===== config.mk =====
export PLATFORM = sky130hd
export DESIGN_NAME = sprite_blitter_clip_key_top
export DESIGN_NICKNAME = d
export VERILOG_FILES = /design/src/sv/sbck_pkg.sv /design/src/sv/sprite_blitter_clip_key_top.sv
export VERILOG_INCLUDE_DIRS = /design/src /design/src/sv
export SDC_FILE = /design/constraint.sdc
export NUM_CORES = 1
export LEC_CHECK = 0
export ABC_AREA = 1
export BUFFER_PORTS_ARGS = -buffer_cell sky130_fd_sc_hd__buf_2
export CAP_MARGIN = 30
export CORE_ASPECT_RATIO = 0.6
export CORE_MARGIN = 5
export CORE_UTILIZATION = 60
export CTS_CLUSTER_DIAMETER = 50
export DETAILED_ROUTE_END_ITERATION = 10
export PLACE_DENSITY_LB_ADDON = 0.12
export SYNTH_ARGS = -nofsm -noshare
export SYNTH_HDL_FRONTEND = slang
export SYNTH_SLANG_ARGS = --single-unit

===== constraint.sdc =====
create_clock -name clk -period 16.4 [get_ports clk]
set_input_delay 2.46 -clock clk [delete_from_list [all_inputs] [get_ports clk]]
set_output_delay 2.46 -clock clk [all_outputs]
set_load 0.005 [all_outputs]

===== src/sv/assert_macros.svh =====
// Assertion macros shared by the sprite blitter RTL.
// Depends on nothing; the including module supplies clk and rst_n.
`ifndef ASSERT_MACROS_SVH
`define ASSERT_MACROS_SVH

// Clocked check, masked while reset is asserted
`define SBCK_ASSERT(lbl, prop, msg) \
    lbl: assert property (@(posedge clk) disable iff (!rst_n) prop) else $error(msg);

// Clocked check that also holds through reset
`define SBCK_ASSERT_ALWAYS(lbl, prop, msg) \
    lbl: assert property (@(posedge clk) prop) else $error(msg);

`endif


===== src/sv/sbck_pkg.sv =====
// Shared constants, register codes and helpers for the sprite blitter.
// No dependencies.
package sbck_pkg;

    // Screen and sprite limits
    localparam int SCREEN_WIDTH    = 320;
    localparam int SCREEN_HEIGHT   = 240;
    localparam int MAX_SPRITE_SIDE = 256;

    // Fixed field widths
    localparam int DEST_W  = 11;
    localparam int SIDE_W  = 9;
    localparam int MODE_W  = 2;
    localparam int COLOR_W = 16;
    localparam int X_W     = 9;
    localparam int Y_W     = 8;
    localparam int CFG_W   = 16;
    localparam int IDX_W   = 3;

    // Sprite position counters
    localparam int CNT_W = $clog2(MAX_SPRITE_SIDE);

    // Destination coordinate: signed origin plus unsigned offset, with headroom
    localparam int COORD_W = ((CNT_W > DEST_W - 1) ? CNT_W : DEST_W - 1) + 2;

    // Configuration register indexes
    typedef enum logic [IDX_W-1:0] {
        REG_DEST_X          = 3'd0,
        REG_DEST_Y          = 3'd1,
        REG_SPRITE_WIDTH    = 3'd2,
        REG_SPRITE_HEIGHT   = 3'd3,
        REG_BLIT_MODE       = 3'd4,
        REG_TRANSPARENT_KEY = 3'd5,
        REG_FILL_COLOR      = 3'd6
    } cfg_reg_t;

    // Blit modes; the unused code behaves as a keyed copy
    localparam logic [MODE_W-1:0] MODE_KEYED  = 2'd0;
    localparam logic [MODE_W-1:0] MODE_MIRROR = 2'd1;
    localparam logic [MODE_W-1:0] MODE_FILL   = 2'd2;

    // Last index along a side; zero or oversize sides use the maximum
    function automatic logic [CNT_W-1:0] side_last(input logic [SIDE_W-1:0] side);
        logic [CNT_W-1:0] res;
        if (side == '0 || int'(side) > MAX_SPRITE_SIDE)
            res = CNT_W'(MAX_SPRITE_SIDE - 1);
        else
            res = CNT_W'(side - 1'b1);
        return res;
    endfunction

endpackage


===== src/sv/sprite_blitter_clip_key_top.sv =====
// Color-key sprite blitter with screen clipping, single-stage pipeline.
// Depends on sbck_pkg and assert_macros.svh.
//
// Usage:
//   Load the sprite registers through cfg_we / cfg_index / cfg_data while the
//   block is idle, then stream sprite pixels in row-major order on the input
//   channel (in_valid, in_stall, src_color). Each word yields one result word
//   on the output channel (out_valid, out_stall, write_en, screen_x, screen_y,
//   out_color, sprite_done). Pixels that fall off screen, or match the key
//   outside fill mode, come out with write_en low and zero coordinates and color.
//   The result is registered: out_valid rises in the cycle after acceptance.
//   Throughput: one word per cycle except while a full result register stalls;
//   destination math, clip test and color select sit between the input port and
//   the result register; only the column and row counters carry over between words.
//   A stalled result holds in the result register; the input stalls only
//   while that register is full and the receiver stalls, so a new word enters
//   in the same cycle the old result leaves.
//   Reset clears the counters and the result valid flag, and loads register
//   defaults: position 0,0, size 1x1, keyed copy, key and fill 0.
module sprite_blitter_clip_key_top
(
    input  logic                               clk,
    input  logic                               rst_n,
    // configuration write port
    input  logic                               cfg_we,
    input  logic [sbck_pkg::IDX_W-1:0]         cfg_index,
    input  logic [sbck_pkg::CFG_W-1:0]         cfg_data,
    // pixel input
    input  logic                               in_valid,
    output logic                               in_stall,
    input  logic [sbck_pkg::COLOR_W-1:0]       src_color,
    // result output
    output logic                               out_valid,
    input  logic                               out_stall,
    output logic                               write_en,
    output logic [sbck_pkg::X_W-1:0]           screen_x,
    output logic [sbck_pkg::Y_W-1:0]           screen_y,
    output logic [sbck_pkg::COLOR_W-1:0]       out_color,
    output logic                               sprite_done
);

`include "assert_macros.svh"

    // Configuration registers
    logic signed [sbck_pkg::DEST_W-1:0]  dest_x_reg;
    logic signed [sbck_pkg::DEST_W-1:0]  dest_y_reg;
    logic [sbck_pkg::SIDE_W-1:0]         sprite_width_reg;
    logic [sbck_pkg::SIDE_W-1:0]         sprite_height_reg;
    logic [sbck_pkg::MODE_W-1:0]         blit_mode_reg;
    logic [sbck_pkg::COLOR_W-1:0]        transparent_key_reg;
    logic [sbck_pkg::COLOR_W-1:0]        fill_color_reg;

    // Position counters
    logic [sbck_pkg::CNT_W-1:0]          col_count_reg, col_count_next;
    logic [sbck_pkg::CNT_W-1:0]          row_count_reg, row_count_next;

    // Result register
    logic                                out_valid_reg;
    logic                                write_en_reg, write_en_next;
    logic [sbck_pkg::X_W-1:0]            screen_x_reg, screen_x_next;
    logic [sbck_pkg::Y_W-1:0]            screen_y_reg, screen_y_next;
    logic [sbck_pkg::COLOR_W-1:0]        out_color_reg, out_color_next;
    logic                                sprite_done_reg, sprite_done_next;

    // Datapath
    logic                                accept;
    logic [sbck_pkg::CNT_W-1:0]          col_last;
    logic [sbck_pkg::CNT_W-1:0]          row_last;
    logic                                last_col;
    logic                                last_row;
    logic [sbck_pkg::CNT_W-1:0]          col_pos;
    logic [sbck_pkg::CNT_W-1:0]          row_pos;
    logic [sbck_pkg::CNT_W-1:0]          x_offset;
    logic [sbck_pkg::COORD_W-1:0]        sx;
    logic [sbck_pkg::COORD_W-1:0]        sy;
    logic                                on_screen;
    logic                                is_key;

    // Handshake: take a word whenever the result register is free or draining
    assign in_stall = out_valid_reg & out_stall;
    assign accept   = in_valid & ~in_stall;

    // Configuration writes
    always_ff @(posedge clk or negedge rst_n)
    begin
        if (!rst_n)
        begin
            dest_x_reg          <= '0;
            dest_y_reg          <= '0;
            sprite_width_reg    <= sbck_pkg::SIDE_W'(1);
            sprite_height_reg   <= sbck_pkg::SIDE_W'(1);
            blit_mode_reg       <= sbck_pkg::MODE_KEYED;
            transparent_key_reg <= '0;
            fill_color_reg      <= '0;
        end
        else if (cfg_we)
        begin
            case (cfg_index)
                sbck_pkg::REG_DEST_X:          dest_x_reg <= cfg_data[sbck_pkg::DEST_W-1:0];
                sbck_pkg::REG_DEST_Y:          dest_y_reg <= cfg_data[sbck_pkg::DEST_W-1:0];
                sbck_pkg::REG_SPRITE_WIDTH:    sprite_width_reg  <= cfg_data[sbck_pkg::SIDE_W-1:0];
                sbck_pkg::REG_SPRITE_HEIGHT:   sprite_height_reg <= cfg_data[sbck_pkg::SIDE_W-1:0];
                sbck_pkg::REG_BLIT_MODE:       blit_mode_reg <= cfg_data[sbck_pkg::MODE_W-1:0];
                sbck_pkg::REG_TRANSPARENT_KEY: transparent_key_reg <= cfg_data;
                sbck_pkg::REG_FILL_COLOR:      fill_color_reg <= cfg_data;
                default: ;
            endcase
        end
    end

    // Position inside the sprite; a counter past the end clamps to the edge
    always_comb
    begin
        col_last = sbck_pkg::side_last(sprite_width_reg);
        row_last = sbck_pkg::side_last(sprite_height_reg);
        last_col = col_count_reg >= col_last;
        last_row = row_count_reg >= row_last;
        col_pos  = last_col ? col_last : col_count_reg;
        row_pos  = last_row ? row_last : row_count_reg;
    end

    // Destination coordinate and clip test
    always_comb
    begin
        if (blit_mode_reg == sbck_pkg::MODE_MIRROR)
            x_offset = col_last - col_pos;
        else
            x_offset = col_pos;
        sx = {{(sbck_pkg::COORD_W-sbck_pkg::DEST_W){dest_x_reg[sbck_pkg::DEST_W-1]}},
              dest_x_reg} + sbck_pkg::COORD_W'(x_offset);
        sy = {{(sbck_pkg::COORD_W-sbck_pkg::DEST_W){dest_y_reg[sbck_pkg::DEST_W-1]}},
              dest_y_reg} + sbck_pkg::COORD_W'(row_pos);
        on_screen = !sx[sbck_pkg::COORD_W-1] && (sx < sbck_pkg::COORD_W'(sbck_pkg::SCREEN_WIDTH))
                 && !sy[sbck_pkg::COORD_W-1] && (sy < sbck_pkg::COORD_W'(sbck_pkg::SCREEN_HEIGHT));
        is_key = src_color == transparent_key_reg;
    end

    // Color select and result word
    always_comb
    begin
        write_en_next    = 1'b0;
        out_color_next   = '0;
        screen_x_next    = '0;
        screen_y_next    = '0;
        sprite_done_next = last_col & last_row;
        if (on_screen)
        begin
            if (!is_key)
            begin
                write_en_next  = 1'b1;
                out_color_next = src_color;
            end
            else if (blit_mode_reg == sbck_pkg::MODE_FILL)
            begin
                write_en_next  = 1'b1;
                out_color_next = fill_color_reg;
            end
        end
        if (write_en_next)
        begin
            screen_x_next = sx[sbck_pkg::X_W-1:0];
            screen_y_next = sy[sbck_pkg::Y_W-1:0];
        end
    end

    // Counter advance, row-major with wrap at the sprite end
    always_comb
    begin
        col_count_next = col_count_reg;
        row_count_next = row_count_reg;
        if (accept)
        begin
            if (last_col)
            begin
                col_count_next = '0;
                row_count_next = last_row ? '0 : row_count_reg + 1'b1;
            end
            else
            begin
                col_count_next = col_count_reg + 1'b1;
            end
        end
    end

    // Control state
    always_ff @(posedge clk or negedge rst_n)
    begin
        if (!rst_n)
        begin
            col_count_reg <= '0;
            row_count_reg <= '0;
            out_valid_reg <= 1'b0;
        end
        else
        begin
            col_count_reg <= col_count_next;
            row_count_reg <= row_count_next;
            if (accept)
                out_valid_reg <= 1'b1;
            else if (!out_stall)
                out_valid_reg <= 1'b0;
        end
    end

    // Result payload, loaded on acceptance only
    always_ff @(posedge clk)
    begin
        if (accept)
        begin
            write_en_reg    <= write_en_next;
            screen_x_reg    <= screen_x_next;
            screen_y_reg    <= screen_y_next;
            out_color_reg   <= out_color_next;
            sprite_done_reg <= sprite_done_next;
        end
    end

    assign out_valid   = out_valid_reg;
    assign write_en    = write_en_reg;
    assign screen_x    = screen_x_reg;
    assign screen_y    = screen_y_reg;
    assign out_color   = out_color_reg;
    assign sprite_done = sprite_done_reg;

    // Checks
    `SBCK_ASSERT(a_idle_fields_zero,
        (out_valid && !write_en) |-> (screen_x == '0 && screen_y == '0 && out_color == '0),
        "skipped pixel carries nonzero fields")
    `SBCK_ASSERT(a_write_on_screen,
        (out_valid && write_en) |-> (int'(screen_x) < sbck_pkg::SCREEN_WIDTH
            && int'(screen_y) < sbck_pkg::SCREEN_HEIGHT),
        "write outside the screen")
    `SBCK_ASSERT(a_done_wraps_counters,
        (accept && last_col && last_row) |=> (col_count_reg == '0 && row_count_reg == '0
            && sprite_done && out_valid),
        "sprite end did not wrap the counters")
    `SBCK_ASSERT_ALWAYS(a_stall_needs_result,
        in_stall |-> out_valid,
        "input stalled with an empty result register")

endmodule


; ---- Word level (Yosys, flattened, before mapping)
; Index checks and enable logic that the tools add are counted.
; W data, S select, Z words.
[op_classes]
addsub = 7
multipliers = 0
div = 0
magnitude_cmp = 6
eq_ne = 10
n_shift = 0
muxes = 14
bitwise = 4
n_reduce_logical = 18
[ops]
columns = cell, count
row1 = $mux W8, 7
row2 = $mux W16, 2
row3 = $add A11 B9 Y12, 2
row4 = $gt A9 B9 Y1 const B, 2
row5 = $logic_not A9 Y1, 2
row6 = $add A8 B1 Y8 const B, 2
row7 = $eq A16 B16 Y1, 1
row8 = $ge A8 B8 Y1, 2
row9 = $reduce_and A2 Y1, 8
row10 = $sub A8 B1 Y8 const B, 2
row11 = $lt A12 B8 Y1 const B, 1
row12 = $lt A12 B9 Y1 const B, 1
row13 = $eq A3 B3 Y1 const B, 3
row14 = $sub A8 B8 Y8, 1
row15 = $eq A3 B2 Y1 const B, 2
row16 = $mux W1, 5
row17 = $and A1 B1 Y1, 3
row18 = $eq A3 B1 Y1 const B, 1
row19 = $logic_and A1 B1 Y1, 3
row20 = $logic_not A3 Y1, 1
row21 = $eq A2 B1 Y1 const B, 1
row22 = $eq A2 B2 Y1 const B, 1
row23 = $logic_not A1 Y1, 2
row24 = $logic_or A1 B1 Y1, 2
row25 = 2 further kinds, 2
[totals]
ff_bits = 126
latch_bits = 0
ramBits = 0
rom_bits = 0
mem_count = 0

; ---- Depth between registers and ports, before layout
[logic_depth]
word_depth = 13
ltp_mapped = 50
ltp_nobuf = 49

; ---- Least setup slack after synthesis
; Ideal clock, no wire load.
[synth_timing]
path_type = register to register
from = reg sprite_width_reg[0] in the netlist's numbering
to = reg out_color_reg (netlist bit out_color[11]) (data pin)
setup_time_ns = 0.146
t_arrival_ns = 5.055
t_required_ns = 16.254
path_slack_ns = 11.200
stages_incl_launch_ff = 44
n_path_buf = 1
cell_sequence = dfstp_2 inv_1 ha_1 nand3_1 o21bai_1 nand2_2 inv_1 nor2_1 inv_1 ha_1 inv_1 nand2_1 nand2_1 nand2_1 nand2_1 nand2_1 nand2_1 nand2_1 [... 8 more ...] nand2_1 a21oi_1 o21ai_0 or2_2 nand3_1 nand2_1 ha_1 a21oi_1 o21a_1 nand2_1 nand2_1 nand2_1 nand2_1 nand2_1 nor2_2 nand2_2 buf_6 a21oi_1
[synth_between]
elab_chain_len = 12
elab_cells_between_ends = 15
classes_between = add/sub (3) / order compare (3) / mux (3) / reduce/logical (6)
[synth_lines]
columns = item, line_no
row1 = from (decl), sprite_blitter_clip_key_top.sv:47  ; logic [sbck_pkg::SIDE_W-1:0] sprite_width_reg;
row2 = from (signal assigned), sprite_blitter_clip_key_top.sv:90  ; sprite_width_reg <= sbck_pkg::SIDE_W'(1);
row3 = from (signal assigned), sprite_blitter_clip_key_top.sv:101  ; sbck_pkg::REG_SPRITE_WIDTH: sprite_width_reg <= cfg_data[sbck_pkg::SIDE_W-1:0];
row4 = $gt A9 B9 Y1 / $logic_not A9 Y1 (equally long branches), sbck_pkg.sv:45  ; if (side == '0 || int'(side) > MAX_SPRITE_SIDE)
row5 = $logic_or A1 B1 Y1, sbck_pkg.sv:45
row6 = $mux W8 (*), sbck_pkg.sv:45
row7 = $ge A8 B8 Y1, sprite_blitter_clip_key_top.sv:116  ; last_col = col_count_reg >= col_last;
row8 = $mux W8, sprite_blitter_clip_key_top.sv:118  ; col_pos = last_col ? col_last : col_count_reg;
row9 = $sub A8 B8 Y8, sprite_blitter_clip_key_top.sv:126  ; x_offset = col_last - col_pos;
row10 = $mux W8 (*), sprite_blitter_clip_key_top.sv:125  ; if (blit_mode_reg == sbck_pkg::MODE_MIRROR)
row11 = $add A11 B9 Y12 (*), sprite_blitter_clip_key_top.sv:130  ; dest_x_reg} + sbck_pkg::COORD_W'(x_offset);
row12 = $lt A12 B9 Y1 / $logic_not A1 Y1 (equally long branches), sprite_blitter_clip_key_top.sv:133  ; on_screen = !sx[sbck_pkg::COORD_W-1] && (sx < sbck_pkg::COORD_W'(sbck_pkg::SCREEN_WIDTH))
row13 = $logic_and A1 B1 Y1 (*), sprite_blitter_clip_key_top.sv:133
row14 = $logic_and A1 B1 Y1 (*) (2 in series), sprite_blitter_clip_key_top.sv:134  ; && !sy[sbck_pkg::COORD_W-1] && (sy < sbck_pkg::COORD_W'(sbck_pkg::SCREEN_HEIGHT));
row15 = to (signal assigned), sprite_blitter_clip_key_top.sv:213  ; out_color_reg <= out_color_next;
row16 = to (decl), sprite_blitter_clip_key_top.sv:62  ; logic [sbck_pkg::COLOR_W-1:0] out_color_reg, out_color_next;
; Mark *: on every way between the ends. The rest lies on a longest branch, timed or not.
; A chain may end at the register's enable or synchronous reset.

; ---- Final worst setup path
[layout_timing]
from = reg sprite_width_reg[0] in the netlist's numbering
to = reg out_color_reg (netlist bit out_color[13]) (data pin)
; The elaborated chain is that of the path after synthesis.

==> impl_metrics.yaml <==
outcome:
  status: "finished, final reports clean"
detailed_routing:
  ant_nets: 0
  wl_um: 19220
  avgRoutedWirePerCell_um: 15.64
  dr.pass1.iters: 5
  num_vias: 6700
  drt_iter0_drc: 622
  drc_errors: 0
  vias_per_cell: 5.452
setup_path:
  arrival_ps: 6330
  critPathRequiredTime_ps: 16670
  critPathSlowestCell: "dfstp_2"
  cpMostUsedCell: "nand2_1"
  worstReg2RegStart: "sprite_width_reg[0]$_DFFE_PN1P_"
  r2r-end: "out_color[13]$_SDFFCE_PN0P_"
  r2r_setup_slack_ps: 10330
  r2r_cells: 42
  slowest_delay_ps: 540
  cp_max_fo: 16
  start_kind: "flop"
  worstSetupPathType: "flop to flop"
  cp-end-kind: "flop"
synthesis:
  synth.distinct_cells: 40
  ys_seq_area_share_pct: 43.35
  synth_top_family_by_area: "simple AND/OR/NAND/NOR gates"
  synth.largest_area_cell: "dfrtp_1"
  synth_top_area_share_pct: 28.99
  synth.net_count: 1059
  yosysWarnings: 0
  syn_inst: 972
  synth_seq_cells: 126
  synth_compound_area_share_pct: 10.05
  synthAdderAreaFrac_pct: 7.947
  synth_area_um2: 7684
  syn_avg_cell_area_um2: 7.905
  synth_area_leaders: "dfrtp_1 29%, edfxtp_1 14%, nand2_1 13%"
  synth-xor-area-share_pct: 3.876
  synthMuxAreaShare_pct: 0
  yosys.area_share.simple_pct: 27.45
pwr:
  ir_worst_vdd_v: 0.00009847
  switchingPower_uw: 550.3
  switching_share_pct: 38.73
  seqPwrFrac_pct: 30.3
  power.density_nw_per_um2: 161.1
  p_int_uw: 870.7
  leakagePower_nw: 4.477
  power.share.clock_pct: 29.3
  combPwrFrac_pct: 40.4
cts:
  clk_path_buf_depth: 2
  clk_latency_ps: 430
  clkTransAtPathRegs_ps: 60
  root_buffer: "clkbuf_16"
  cts_buffers: 17
  hold_buffers: 0
  post_cts_buffers: 0
  cts_resized: 0
  htree_levels: 4
  clock_sinks: 126
  cts_tree: "built"
hold_path:
  hp-class: "flop to flop"
  hp-start: "out_valid$_DFFE_PN0P_"
  holdPathStages: 2
  min_to: "out_valid$_DFFE_PN0P_"
timing:
  fin_tns_setup_ps: 0
  relSlewSlack_pct: 30.43
  hold_violations: 0
  worst_pin_slew_ps: 1041
  max_freq_mhz: 164.8
  min_period_ps: 6067
  worst_clock_skew_ps: 20.88
  period_share_pct: 37.00
  finalMaxSlewViolations: 0
  rsz0062_at_grt: "false"
  finalSetupViolations: 0
  hold_slack_ps: 482.2
grt:
  grt_overflow: 0
  track_usage_pct: 25.71
  grt_max_degree: 55
  busiest_layer: "met1"
  grt_pass1_vias: 6097
  use_met1_pct: 40.33
  antenna_found_initial: 0
  grt_first_pass_wirelength_um: 30930
  grtUsageMet3_pct: 5.207
  use_met2_pct: 35.69
floorplan:
  initial_core_util_pct: 60.54
  fp.dieH_um: 97.66
  row_count: 32
  core_area_um2: 12690
  die_w_um: 156.1
  io_pins: 77
  die_area_um2: 15240
placed_design:
  dp_hpwl_um: 13830
  gp_congestion: 0.9682
  io_buffers: 76
cells_and_area:
  n_antenna_cell: 0
  fin_nets: 1133
  area_delta_synth_final_pct: 14.79
  drive_gt1_share_pct: 13.31
job:
  drv_cap: 0
==> Yosys cell counts, drive strengths merged <==
| library cell | count |
|---|---|
| dfrtp | 89 |
| nand2 | 283 |
| xnor2 | 22 |
| a31oi | 1 |
| inv | 117 |
| clkinv | 1 |
| nor3 | 6 |
| o2111ai | 1 |
| clkbuf | 18 |
| nand3 | 67 |
| ha | 44 |
| buf | 5 |
| dfstp | 2 |
| a211oi | 1 |
| a21boi | 2 |
| nor2 | 81 |
| edfxtp | 35 |
| nand4 | 28 |
| o21ai | 102 |
| o21bai | 2 |
| or2 | 9 |
| a21oi | 35 |
| xor2 | 12 |
| fa | 3 |
| nand3b | 5 |
| o21a | 1 |
==> stage by stage <==
stage,util (%),worst slack (ps),cells,area (µm²),power (mW)
after floorplan,-,11200,972,7684,0.8658
after global placement,64.40,10740,1197,8174,0.9866
after detailed placement,64.40,10480,1197,8174,0.9947
after CTS,69.49,10390,1229,8820,1.416
after global routing,69.49,9700,1229,8820,1.522
final,69.49,10330,1229,8820,1.421
==> worst max-delay path, delay by kind of cell (launching register included) <==
family                   cells  cell delay (ps)
flip-flops                   1              540
AND/OR/NAND/NOR             27             2770
buffers and inverters        4              290
adder cells (fa/ha/maj)      4             1130
AO/OA/AOI/OAI                7             1190
==> power by group through the flow <==
stage               Combinational [mW]  Sequential [mW]  Clock (mW)
floorplan                        0.442            0.424           0
global placement                 0.554            0.433           0
detailed placement               0.561            0.434           0
CTS                              0.569            0.429       0.418
global route                     0.650            0.438       0.433
finish                           0.574            0.430       0.417
==> kinds of logic after synthesis <==
family | count (synthesis)
XOR/XNOR | 34
AO/OA/AOI/OAI | 145
flip-flops | 126
AND/OR/NAND/NOR | 479
adder cells (fa/ha/maj) | 47
buffers and inverters | 141
==> final cells by class <==
type                            count  area (µm²)
Sequential cell                   126        3331
Inverter                          118       442.9
Fill cell                        1012        3872
Clock inverter                     14       216.5
Multi-Input combinational cell    705        3790
Clock buffer                       18       429.2
Tap cell                          170       212.7
Timing Repair Buffer               78       397.9
==> layout by cell type, fill, tap and decap left out, types with 22 or more instances in the layout <==
| master | n |
|---|---|
| dfrtp_1 | 89 |
| inv_1 | 115 |
| o21ai_0 | 98 |
| buf_2 | 75 |
| nand3_1 | 65 |
| xnor2_1 | 22 |
| nor2_1 | 75 |
| ha_1 | 44 |
| nand4_1 | 28 |
| edfxtp_1 | 35 |
| nand2_1 | 275 |
| a21oi_1 | 35 |
==> worst max-delay path by stage <==
stage	start	end	slack, ps
floorplan	sprite_width_reg[0]$_DFFE_PN1P_	out_color[11]$_SDFFCE_PN0P_	11200
global placement	sprite_width_reg[0]$_DFFE_PN1P_	out_color[15]$_SDFFCE_PN0P_	10740
detailed placement	sprite_width_reg[0]$_DFFE_PN1P_	out_color[13]$_SDFFCE_PN0P_	10480
CTS	sprite_width_reg[0]$_DFFE_PN1P_	out_color[9]$_SDFFCE_PN0P_	10390
global route	sprite_width_reg[0]$_DFFE_PN1P_	out_color[0]$_SDFFCE_PN0P_	9700
finish	sprite_width_reg[0]$_DFFE_PN1P_	out_color[13]$_SDFFCE_PN0P_	10330
==> layer usage <==
layer  routed length (µm)  share of wire [%]
met1                 9398                 49
met2                 7831                 41
met3                 1698                8.8
met4                  296                1.5
met5                    0                  0
Note: power is estimated with default switching activity, not from simulation.
